[src/rtl/core/hipm_pkg.sv]
// shared types, widths and register codes of the inverse pixel mapper
package hipm_pkg;

  localparam int COORD_WIDTH = 13;
  localparam int CFG_DATA_W  = 64;
  localparam int CFG_ADDR_W  = 3;

  // widest of the coordinate and the 14-bit source size fields
  localparam int CW_EXT = (COORD_WIDTH > 14) ? COORD_WIDTH : 14;
  // column after offset, signed
  localparam int UW = CW_EXT + 2;
  // row, signed
  localparam int VW = COORD_WIDTH + 1;
  // product of a 32-bit coefficient and a coordinate
  localparam int PW = 32 + UW;
  // three-term sum
  localparam int SW = PW + 2;
  // sum after sign flip
  localparam int FW = SW + 1;
  // dividend and remainder width, room for numerator * 2^13 and divisor << COORD_WIDTH
  localparam int RW = FW + 2 + ((COORD_WIDTH > 13) ? COORD_WIDTH : 13);
  // cycles from accepting edge to result edge
  localparam int LATENCY = COORD_WIDTH + 7;

  typedef enum logic [CFG_ADDR_W-1:0] {
    CFG_ROW0_LINEAR   = 3'd0,
    CFG_ROW1_LINEAR   = 3'd1,
    CFG_TRANSLATION   = 3'd2,
    CFG_PERSPECTIVE   = 3'd3,
    CFG_DEN_BIAS      = 3'd4,
    CFG_COLUMN_OFFSET = 3'd5,
    CFG_SOURCE_WIDTH  = 3'd6,
    CFG_SOURCE_HEIGHT = 3'd7
  } cfg_idx_t;

  typedef struct packed {
    logic [COORD_WIDTH-1:0] out_col;
    logic [COORD_WIDTH-1:0] out_row;
  } pix_in_t;

  typedef struct packed {
    logic [COORD_WIDTH-1:0] src_col;
    logic [COORD_WIDTH-1:0] src_row;
    logic                   inside_res;
  } pix_out_t;

endpackage

[src/rtl/core/hipm_div_stage.sv]
// one quotient bit of the pipelined restoring divider
module hipm_div_stage #(
  parameter int BIT_POS = 0
) (
  input  logic                             clk,
  input  logic [hipm_pkg::RW-1:0]          rem_in,
  input  logic [hipm_pkg::RW-1:0]          div_in,
  input  logic [hipm_pkg::COORD_WIDTH-1:0] quo_in,
  output logic [hipm_pkg::RW-1:0]          rem,
  output logic [hipm_pkg::COORD_WIDTH-1:0] quo
);

  logic [hipm_pkg::RW-1:0]          trial;
  logic                             fits;
  logic [hipm_pkg::COORD_WIDTH-1:0] bit_mask;

  assign trial    = div_in << BIT_POS;
  assign fits     = rem_in >= trial;
  assign bit_mask = hipm_pkg::COORD_WIDTH'(1) << BIT_POS;

  always_ff @(posedge clk) begin
    rem <= fits ? (rem_in - trial) : rem_in;
    quo <= fits ? (quo_in | bit_mask) : quo_in;
  end

endmodule

[config.mk]
export PLATFORM = sky130hd
export DESIGN_NAME = hipm_div_stage
export DESIGN_NICKNAME = d
export VERILOG_FILES = /design/src/rtl/core/hipm_pkg.sv /design/src/rtl/core/hipm_div_stage.sv
export SDC_FILE = /design/constraint.sdc
export NUM_CORES = 1
export LEC_CHECK = 0
export ABC_AREA = 1
export BUFFER_PORTS_ARGS = -buffer_cell sky130_fd_sc_hd__buf_4
export CAP_MARGIN = 20
export CORE_MARGIN = 4
export CORE_UTILIZATION = 45
export CTS_CLUSTER_DIAMETER = 150
export DETAILED_ROUTE_END_ITERATION = 8
export PLACE_DENSITY = 0.74
export SYNTH_ARGS = -nofsm -noshare
export SYNTH_HDL_FRONTEND = slang
export SYNTH_SLANG_ARGS = --single-unit
[constraint.sdc]
create_clock -name clk -period 2.8 [get_ports clk]
set_input_delay 0.42 -clock clk [delete_from_list [all_inputs] [get_ports clk]]
set_output_delay 0.42 -clock clk [all_outputs]
set_load 0.01 [all_outputs]
==> metrics.md, run 1 <==
| Metric | Value |
|---|---|
| Mapped cell area | 8409 um^2 |
| Final ANT Viol Nets | 0 |
| Crit-path cells | buf_4 > inv_1 > ha_1 > inv_1 > fa_1 > nand3_1 > nand3_1 > nand2_1 > nand3_1 > nand2_1 > nand2_1 > nand2_1 > nand2_1 > nand2_1 > nand3b_1 > nand3_1 > nand2_1 |
| Crit share post-route | 0.8619 |
| Relative slew slack | 0.6700 |
| Post-Place Cells | 2059 |
| Worst path slowest cell | fa_1 |
| Crit-path max cell delay | 430 ps |
| Yosys top cell by area | nand2_1 |
| Fmax | 414.4 MHz |
| Post-Syn Instances | 1554 |
| Outcome | finished, final reports clean |
| Diodes inserted | 0 |
| DIE AREA | 20940 um^2 |
| CP required | 3050 ps |
| Total GRT Usage | 0.3193 |
| Clock transition at path regs | 70 ps |
| Routability cong. | 1.060 |
| CP most frequent cell | nand2_1 |
| Max-slew violations | 0 |
| Avg WL per Cell | 16.48 um |
| Ports | 225 |
| Clk sinks | 79 |
| CTS Hold Buffers Added | 0 |
| DRC | 0 |
| Post-synthesis sequential area ratio | 0.1881 |
| Gates resized, CTS repair | 0 |
| Final setup vio count | 0 |
| Synth top cells by count | nand2_1 (657), inv_1 (304), nor2_1 (124) |
| Critical setup path kind | in -> reg |
| Synthesized area per cell | 5.411 um^2 |
| Chip width | 144.7 um |
| Detail Placement HPWL | 29.56 mm |
| Number of buffers created by CTS | 9 |
| Post-synth EDFFs | 0 |
| Largest net degree at the start of global routing | 34 |
| Crit-path max FO | 4 |
| Postcts setup bufs | 0 |
| Die height | 144.7 um |
| Most common cell in the netlist | nand2_1 |
| TritonCTS clock tree | done |
| Number of distinct library cells after synthesis | 32 |
| Clock Tree Root | clkbuf_16 |
| Aggregate routed wire length | 34.18 mm |
| H-tree lvl count | 3 |
| Vias in the first global route | 9791 |
| CP arrival | 2670 ps |
| Initial antenna violation count | 0 |
| Worst vdd ir | 0.2795 mV |
| Final Hold Viols | 0 |
| Initial Util | 0.4634 |
| Area growth syn-to-layout | 32.78% |
| Core box area | 18150 um^2 |
| Crit path capture type | register |
| Fin cells | 2074 |
| First-pass GRT wire length | 51.27 mm |
| Worst Setup Start Kind | input pin |
| Yosys reg bits | 79 |
| Share of Yosys cell area claimed by the top area cell type | 0.2933 |
| Nets | 2054 |
| Hold Slack | 160.5 ps |
| Setup tns final | 0 ps |
| Layout cell share with drive strength beyond 1 | 0.1783 |
| Worst Tran Pin Value | 494.9 ps |
| Post-synth top flop | dfxtp_1 |
| Max-cap violation count | 0 |
| IO buf count | 224 |
| Routed vias | 10530 |
| Post-layout util | 0.6153 |
| Leakage power | 6.796 nW |
| Total gr overflow | 0 |
| Syn Nets | 1767 |
| Synth async-reset ratio | 0 |
| DR vias/cell | 5.079 |
| Largest cells by area after synthesis | nand2_1 (29%), dfxtp_1 (19%), inv_1 (14%), ha_1 (9.8%), nor2_1 (5.5%) |
| DR iter-0 viols | 1041 |
| Power Dens Cells | 453.9 nW/um^2 |
| DRT Pass-1 Iters | 7 |
| Final Critical Period | 2413 ps |
| HP Class | in -> reg |
| Row count | 49 |
| CTS max path bufs | 2 |
| Yosys warnings | 0 |
| Unrepaired setup endpoints after global routing | false |
==> final timing paths <==
| check | startpoint | end | slack, ps | depth (start not counted) |
|---|---|---|---|---|
| min | quo_in[3] | quo[3]$_DFF_P_ | 160 | 1 |
| max | rem_in[0] | rem[60]$_DFF_P_ | 390 | 17 |
==> per-layer routing <==
metal / up-vias / part of all wire / global-route usage
met3: 52 / 0.078 / 0.03286
met2: 464 / 0.44 / 0.5243
met4: 0 / 0.030 / 0.09720
met5: - / 0 / 0
met1: 4733 / 0.45 / 0.4430
li1: 5284 / - / -
==> area by class of cell <==
| cell class | instances | area (um^2) |
|---|---|---|
| clock inverter | 5 | 106.4 |
| fill | 1848 | 6982 |
| inverter | 316 | 1186 |
| timing repair buffer | 290 | 2240 |
| clock buffer | 10 | 239.0 |
| sequential | 79 | 1582 |
| multi-input combinational | 1145 | 5527 |
| tap | 229 | 286.5 |
==> critical path: cells and delay by family <==
kind                     cells  cell delay, ps
AND/OR/NAND/NOR             12            1380
buffers and inverters        3             260
adder cells (fa/ha/maj)      2             590
==> power breakdown <==
part	switching, W	internal (W)
Clock	0.000542	0.000894
Sequential	0.0000599	0.00131
Combinational	0.00133	0.000934
==> through the flow <==
stage	area (um^2)	setup slack (ps)	power, W
2_1_floorplan	8409	523.7	0.002621
3_3_place_gp	10820	119.4	0.003599
3_5_place_dp	10820	41.54	0.003623
4_1_cts	11170	413.0	0.005048
5_1_grt	11170	157.3	0.005347
6_report	11170	386.6	0.005068
==> cell families after synthesis <==
group	after synthesis	share of synthesized area
AO/OA/AOI/OAI	122	0.07782
XOR/XNOR	33	0.03437
flip-flops	79	0.1881
buffers and inverters	330	0.1547
adder cells (fa/ha/maj)	67	0.1006
AND/OR/NAND/NOR	923	0.4444
==> registers in the layout, summed over array words and instances, names as in the netlist <==
register	flops
quo	13
rem	66
==> layout by cell type (no fill, tap or decap), drive strengths merged, types with 2 or more instances in the layout <==
cell    netlist  final
nor4          4      4
nand3b       14     14
dfxtp        79     79
nand2       659    659
buf          14    290
nand3        79     79
bufinv        0      3
nor2        130    130
o21bai       14     14
clkbuf        0     10
nand4        17     17
xor2         31     31
nor3         17     17
ha           66     66
xnor2         2      2
inv         315    315
o21ai        29     29
a21oi        77     77
clkinv        1      2
Power figures use the tool's default switching activity.
==> run 2, diff against run 1 <==
Settings changed: ABC_AREA 1 to 0, PLACE_DENSITY 0.74 to 0.77.
==> run 2 against run 1 <==
Net effect:
- sequential power about the same
- the flow now finishes with violations (negative setup slack)
- cell area down 3.3%
- total power decreased by 0.65%
- first-iteration DRC count decreased by 59%
- fmax decreased by 25%
- area after synthesis down 21%
- routed wire length is 33% lower
==> metrics.md, run 2 <==
| Metric | Value |
|---|---|
| Share of Yosys cell area claimed by the top area cell type | 0.2381 (-0.05513) |
| Post-synthesis xor/xnor area fraction | 0.08308 (+0.04871) |
| DRT Pass-1 Iters | 5 (-2) |
| Mapped cell area | 6641 um^2 (-21%) |
| Synth Area in Compound Gates | 0.2219 (+0.1441) |
| Synth async-reset ratio | 0 (unchanged) |
| Highest routed layer | met4 |
| Crit share post-route | 1.150 (+0.2885) |
| Final Critical Period | 3221 ps (+807.8 ps) |
| Diodes inserted | 0 (unchanged) |
| Avg WL per Cell | 16.00 um (-2.9%) |
| Post-synth top flop | dfxtp_1 |
| Reg power frac | 0.273 (+0.002) |
| Yosys reg bits | 79 (unchanged) |
| Fmax | 310.4 MHz (-25%) |
| Clk sinks | 79 (unchanged) |
| Number of buffers created by CTS | 9 (unchanged) |
| Clock Power Share | 0.239 (-0.044) |
| Final ANT Viol Nets | 0 (unchanged) |
| Power Dens Cells | 466.3 nW/um^2 (+2.7%) |
| Yosys warnings | 0 (unchanged) |
| Final setup vio count | 67 (+67) |
| Unrepaired setup endpoints after global routing | true |
| Setup tns final | -24220 ps (-24220 ps) |
| Final Hold Viols | 0 (unchanged) |
| Area growth syn-to-layout | 62.59% |
| Largest registers | rem (66), quo (13) |
| Metal-1 WL | 9.463 mm (-38%) |
| Internal power | 0.003323 W (+5.8%) |
| Crit path capture type | register |
| Post-Syn Instances | 804 (-48%) |
| Post-Place Cells | 1389 (-33%) |
| Total GRT Usage | 0.2629 (-0.05641) |
| Synth Area in Adders | 0.1274 (+0.02677) |
| DIE AREA | 16770 um^2 (-20%) |
| H-tree lvl count | 3 (unchanged) |
| Mux contribution to synthesized area | 0.1253 (+0.1253) |
| Detail Placement HPWL | 17.72 mm (-40%) |
| Most frequent cells in the layout | buf_4 (438), inv_1 (83), a21oi_1 (80) |
| DRC | 0 (unchanged) |
| DR iter-0 viols | 431 (-59%) |
| Ports | 225 (unchanged) |
| Relative slew slack | 0.6636 (-0.006474) |
| Total gr overflow | 0 (unchanged) |
| Initial Util | 0.4587 (-0.004696) |
| Initial antenna violation count | 0 (unchanged) |
| Aggregate routed wire length | 22.80 mm (-33%) |
| Switching pwr | 0.001713 W (-11%) |
| Hold depth | 1 (unchanged) |
| Most common cell in the netlist | inv_1 |
| Nets | 1449 (-29%) |
| Critical setup path kind | in -> reg |
| First-pass GRT wire length | 35.82 mm (-30%) |
| Worst Hold End | quo[5]$_DFF_P_ |
| Failing checks | negative setup slack |
| Routed vias | 7507 (-29%) |
| Routability cong. | 0.9069 (-14%) |
| Fin cells | 1425 (-31%) |
| Most common cell after layout, fill and taps aside | buf_4 |
| Post-synth EDFFs | 0 (unchanged) |
| Synthesized area per cell | 8.260 um^2 (+53%) |
| Vias in the first global route | 7761 (-21%) |
| Worst Tran Pin Value | 500.0 ps (+5.100 ps) |
| Worst Setup Start Kind | input pin |
| DR vias/cell | 5.268 (+3.7%) |
| Flip-flop count of the largest register after layout | 66 (unchanged) |
| Syn Nets | 1017 (-42%) |
| Largest family of logic cells by synthesized area | compound AO/OA/AOI/OAI gates |
| Largest net degree at the start of global routing | 18 (-47%) |
| Worst vdd ir | 0.3814 mV (+36%) |
| Synth top cells by count | inv_1 (85), a21oi_1 (83), dfxtp_1 (79) |
| Clock Tree Root | clkbuf_16 |
| Worst Setup Slack, final | -421.2 ps (-807.8 ps) |
| Number of distinct library cells after synthesis | 58 (+81%) |
| Largest cells by area after synthesis | dfxtp_1 (24%), ha_1 (12%), mux2_2 (6.3%), a21oi_1 (6.3%), mux2_4 (5.7%) |
| Clock transition at path regs | 70 ps (about the same) |
| Outcome | finished, violations left |
| Simple-gate area share of the yosys netlist | 0.1328 (-0.3116) |
| HP Class | in -> reg |
| Crit-path max FO | 8 (+4) |
| Max-cap violation count | 0 (unchanged) |
| Layout cell share with drive strength beyond 1 | 0.4553 (+0.2770) |
| CP required | 3040 ps (about the same) |
| Leakage power | 5.657 nW (-17%) |
| Logic gate share of total power | 0.487 (+0.041) |
| Row count | 44 (-10%) |
| Max-slew violations | 0 (unchanged) |
| Post-synthesis sequential area ratio | 0.2381 (+0.05006) |
| CTS max path bufs | 2 (unchanged) |
| Metal3 WL | 1.368 mm (-49%) |
| IO buf count | 224 (unchanged) |
| CP arrival | 3460 ps (+790 ps) |
| TritonCTS clock tree | done |
| Sw frac | 0.3401 (-0.04002) |
| Die height | 129.5 um (-11%) |
| Yosys top cell by area | dfxtp_1 |
| Most flops, register | rem |
| Hold Startpoint | quo_in[5] |
| CTS Hold Buffers Added | 0 (unchanged) |
| Chip width | 129.5 um (-11%) |
| DR WL met2 | 11.11 mm (-27%) |
| Core box area | 14480 um^2 (-20%) |
-- run 2: cell type report --
class	instances	area (um^2)
inverter	85	331.6
clock inverter	7	70.07
sequential	79	1582
fill	1037	3681
tap	184	230.2
multi-input combinational	608	4812
timing repair buffer	453	3547
clock buffer	9	225.2
-- run 2: cell families (layout without fill, tap and decap cells) --
group,count (synthesis),in the layout
adder cells (fa/ha/maj),67,67
multiplexers,66,66
flip-flops,79,79
XOR/XNOR,63,63
buffers and inverters,117,554
AND/OR/NAND/NOR,178,178
AO/OA/AOI/OAI,234,234
-- run 2: what timing repair did --
action                     in CTS  in global routing
setup endpoints to repair      67                 67
cloned                          3                  1
pin swaps                      16                  2
buffers inserted               15                  4
gates resized for setup        50                 13
-- run 2: metrics by stage --
stage	hold WS (ps)	util	instance area, um^2	setup slack [ps]	total power [W]
6_report	163.5	0.7458	10800	-421.2	0.005035
5_1_grt	152.8	0.7458	10800	-529.6	0.005296
4_1_cts	157.7	0.7425	10750	-363.3	0.005022
3_5_place_dp	526.0	0.6928	10030	-1000	0.003642
3_3_place_gp	524.4	0.6928	10030	-908.5	0.003593
2_1_floorplan	447.7	-	6684	-598.3	0.002559
-- run 2: worst max-delay path, stage by stage --
cell	delay [ps]
buf_8	110
inv_12	40
ha_4	120
inv_2	30
fa_2	330
a21o_1	200
a221oi_2	300
o211ai_1	180
a21boi_2	190
o32a_1	210
nand4_1	150
a31oi_2	190
o21bai_2	110
a21oi_4	150
buf_6	140
buf_12	120
buf_12	140
mux2_4	310
-- run 2: worst max-delay path by stage --
stage | start | endpoint | slack (ps)
after global routing | rem_in[0] | rem[25]$_DFF_P_ | -530
final | rem_in[0] | rem[55]$_DFF_P_ | -420
after detailed placement | rem_in[0] | rem[37]$_DFF_P_ | -1000
after CTS | rem_in[0] | rem[55]$_DFF_P_ | -360
after global placement | rem_in[0] | rem[35]$_DFF_P_ | -910
after floorplan | rem_in[0] | rem[38]$_DFF_P_ | -600
-- run 2: layer usage --
metal	up-vias	global-route usage
met1	3460	0.3189
met2	267	0.4613
met5	-	0
li1	3721	-
met3	59	0.03998
met4	0	0.1143
-- run 2: power by group through the flow --
stage	logic, W	registers [W]	clock network [W]
final	0.00245	0.00138	0.00121
after floorplan	0.00107	0.00149	0
after global placement	0.00219	0.00140	0
after CTS	0.00242	0.00138	0.00122
after detailed placement	0.00224	0.00140	0
after global routing	0.00264	0.00139	0.00126
==> run 3, diff against run 2 <==
Settings changed: GPL_TIMING_DRIVEN set to 0, MAX_ROUTING_LAYER set to met4.
==> run 3 against run 2 <==
Net effect:
- the run still ends with negative setup slack left
- highest routed layer unchanged
- clock power is 4% higher
- final cell count is 13% lower
- routed wire length shrank 13%
- largest power group unchanged
- critical endpoint is now rem[2]$_DFF_P_
==> metrics.md, run 3 (same netlist as run 2, synthesis figures left out) <==
| Metric | Value |
|---|---|
| Grt met1 use | 0.2915 (-0.02740) |
| IO buf count | 224 (unchanged) |
| Most frequent cells in the layout | buf_4 (238), inv_1 (83), a21oi_1 (80) |
| Sequential cell area | 1582 um^2 (unchanged) |
| Max-cap violation count | 0 (unchanged) |
| Clock transition at path regs | 70 ps (about the same) |
| DR iter-0 viols | 435 (+0.93%) |
| Largest registers | rem (66), quo (13) |
| Chip width | 129.5 um (unchanged) |
| Core box area | 14480 um^2 (unchanged) |
| Clock Tree Root | clkbuf_16 |
| Post-layout util | 0.6522 (-0.09359) |
| Final Hold Viols | 0 (unchanged) |
| Worst Setup Start Kind | input pin |
| Initial Util | 0.4587 (unchanged) |
| Switching pwr | 0.001579 W (-7.8%) |
| Number of buffers created by CTS | 9 (unchanged) |
| Fmax | 300.5 MHz (-3.2%) |
| DIE AREA | 16770 um^2 (unchanged) |
| Most flops, register | rem |
| Ports | 225 (unchanged) |
| DRC | 0 (unchanged) |
| Logic gate share of total power | 0.443 (-0.044) |
| Worst Setup Slack, final | -527.8 ps (-106.6 ps) |
| Final ANT Viol Nets | 0 (unchanged) |
| Critical setup path kind | in -> reg |
| Routability cong. | 0.9102 (+0.36%) |
| Initial antenna violation count | 0 (unchanged) |
| HP Class | in -> reg |
| Internal power | 0.003144 W (-5.4%) |
| Reg power frac | 0.290 (+0.017) |
| Final setup vio count | 67 (unchanged) |
| Most crowded layer after global routing | met2 |
| Area growth syn-to-layout | 42.18% |
| CTS max path bufs | 2 (unchanged) |
| Routed vias | 6704 (-11%) |
| Avg WL per Cell | 16.07 um (+0.41%) |
| Final Critical Period | 3328 ps (+106.6 ps) |
| Multi-input gate area | 4818 um^2 (+0.13%) |
| DRT Pass-1 Iters | 8 (+3) |
| CP required | 3030 ps (about the same) |
| Total gr overflow | 0 (unchanged) |
| Met3 GRT Util | 0.03092 (-0.009068) |
| Failing checks | negative setup slack |
| Total GRT Usage | 0.2336 (-0.02931) |
| Outcome | finished, violations left |
| Die height | 129.5 um (unchanged) |
| Fill cells | 1221 (+18%) |
| Largest net degree at the start of global routing | 17 (-1) |
| Diodes inserted | 0 (unchanged) |
| Detail Placement HPWL | 15.44 mm (-13%) |
| Unrepaired setup endpoints after global routing | true |
| TritonCTS clock tree | done |
| Most common cell after layout, fill and taps aside | buf_4 |
| Crit-path max FO | 7 (-1) |
| Relative slew slack | 0.5672 (-0.09640) |
| Max-slew violations | 0 (unchanged) |
| Flip-flop count of the largest register after layout | 66 (unchanged) |
| Setup tns final | -32000 ps (-7780 ps) |
| Worst vdd ir | 0.2699 mV (-29%) |
| Sw frac | 0.3343 (-0.005810) |
| First-pass GRT wire length | 30.73 mm (-14%) |
| Clk sinks | 79 (unchanged) |
| Row count | 44 (unchanged) |
| Met2 usage | 0.3802 (-0.08110) |
| Vias in the first global route | 6526 (-16%) |
| Power Dens Cells | 500.2 nW/um^2 (+7.3%) |
| Worst Tran Pin Value | 645.4 ps (+145.3 ps) |
| H-tree lvl count | 3 (unchanged) |
| CP arrival | 3560 ps (+100 ps) |
| Aggregate routed wire length | 19.91 mm (-13%) |
| Layout cell share with drive strength beyond 1 | 0.3469 (-0.1084) |
| Crit share post-route | 1.189 (+0.03809) |
| Nets | 1263 (-13%) |
| Clock Power Share | 0.266 (+0.027) |
| DR vias/cell | 5.411 (+2.7%) |
| Leakage power | 4.786 nW (-15%) |
| Crit path capture type | register |
[run 3: final timing paths]
check                     start        endpoint  slack (ps)  cells after the start
worst max-delay path  rem_in[0]  rem[2]$_DFF_P_        -530                     18
worst min-delay path  quo_in[9]  quo[9]$_DFF_P_         170                      1
[run 3: final cells by class]
cell class | instances | share of cell area
buffer | 18 | 0.01776
inverter | 85 | 0.03511
clock buffer | 9 | 0.02385
tap | 184 | 0.02438
clock inverter | 7 | 0.009143
multi-input combinational | 608 | 0.5103
timing repair buffer | 249 | 0.2120
sequential | 79 | 0.1675
[run 3: critical path: stages]
cell	delay, ps
buf_8	110
inv_12	40
ha_4	120
inv_2	30
fa_2	340
a21o_1	230
a221oi_4	260
o211ai_1	180
a21boi_2	190
o32a_1	260
nand4_1	170
a31oi_2	200
o21bai_2	110
a21oi_4	160
buf_6	130
buf_12	150
buf_12	140
mux2_4	300
[run 3: timing repair]
action                     CTS  global route
resized for setup           59             7
hold buffers                 0             0
pin swaps                   10             2
setup endpoints to repair   67            67
gates cloned                 4             1
setup buffers               14             7
[run 3: through the flow]
| stage | worst slack, ps | hold slack [ps] | std cells | power [W] | cell area [um^2] |
|---|---|---|---|---|---|
| after floorplan | -598.3 | 447.7 | 804 | 0.002559 | 6684 |
| after global placement | -1472 | 524.7 | 1212 | 0.003234 | 8596 |
| after detailed placement | -1466 | 526.0 | 1212 | 0.003253 | 8596 |
| after CTS | -488.1 | 157.2 | 1235 | 0.004718 | 9365 |
| after global routing | -684.2 | 156.1 | 1239 | 0.004993 | 9443 |
| final | -527.8 | 172.1 | 1239 | 0.004723 | 9443 |
[run 3: routing by layer]
layer | part of all wire | wire length [um]
met5 | 0 | 0
met3 | 0.060 | 1197
met2 | 0.47 | 9450
met4 | 0.030 | 603
met1 | 0.43 | 8655
[run 3: power groups by stage]
stage | Clock, W | Sequential (W) | Combinational (W)
after detailed placement | 0 | 0.00139 | 0.00186
after floorplan | 0 | 0.00149 | 0.00107
after CTS | 0.00129 | 0.00137 | 0.00206
after global placement | 0 | 0.00139 | 0.00184
final | 0.00126 | 0.00137 | 0.00209
after global routing | 0.00133 | 0.00139 | 0.00228
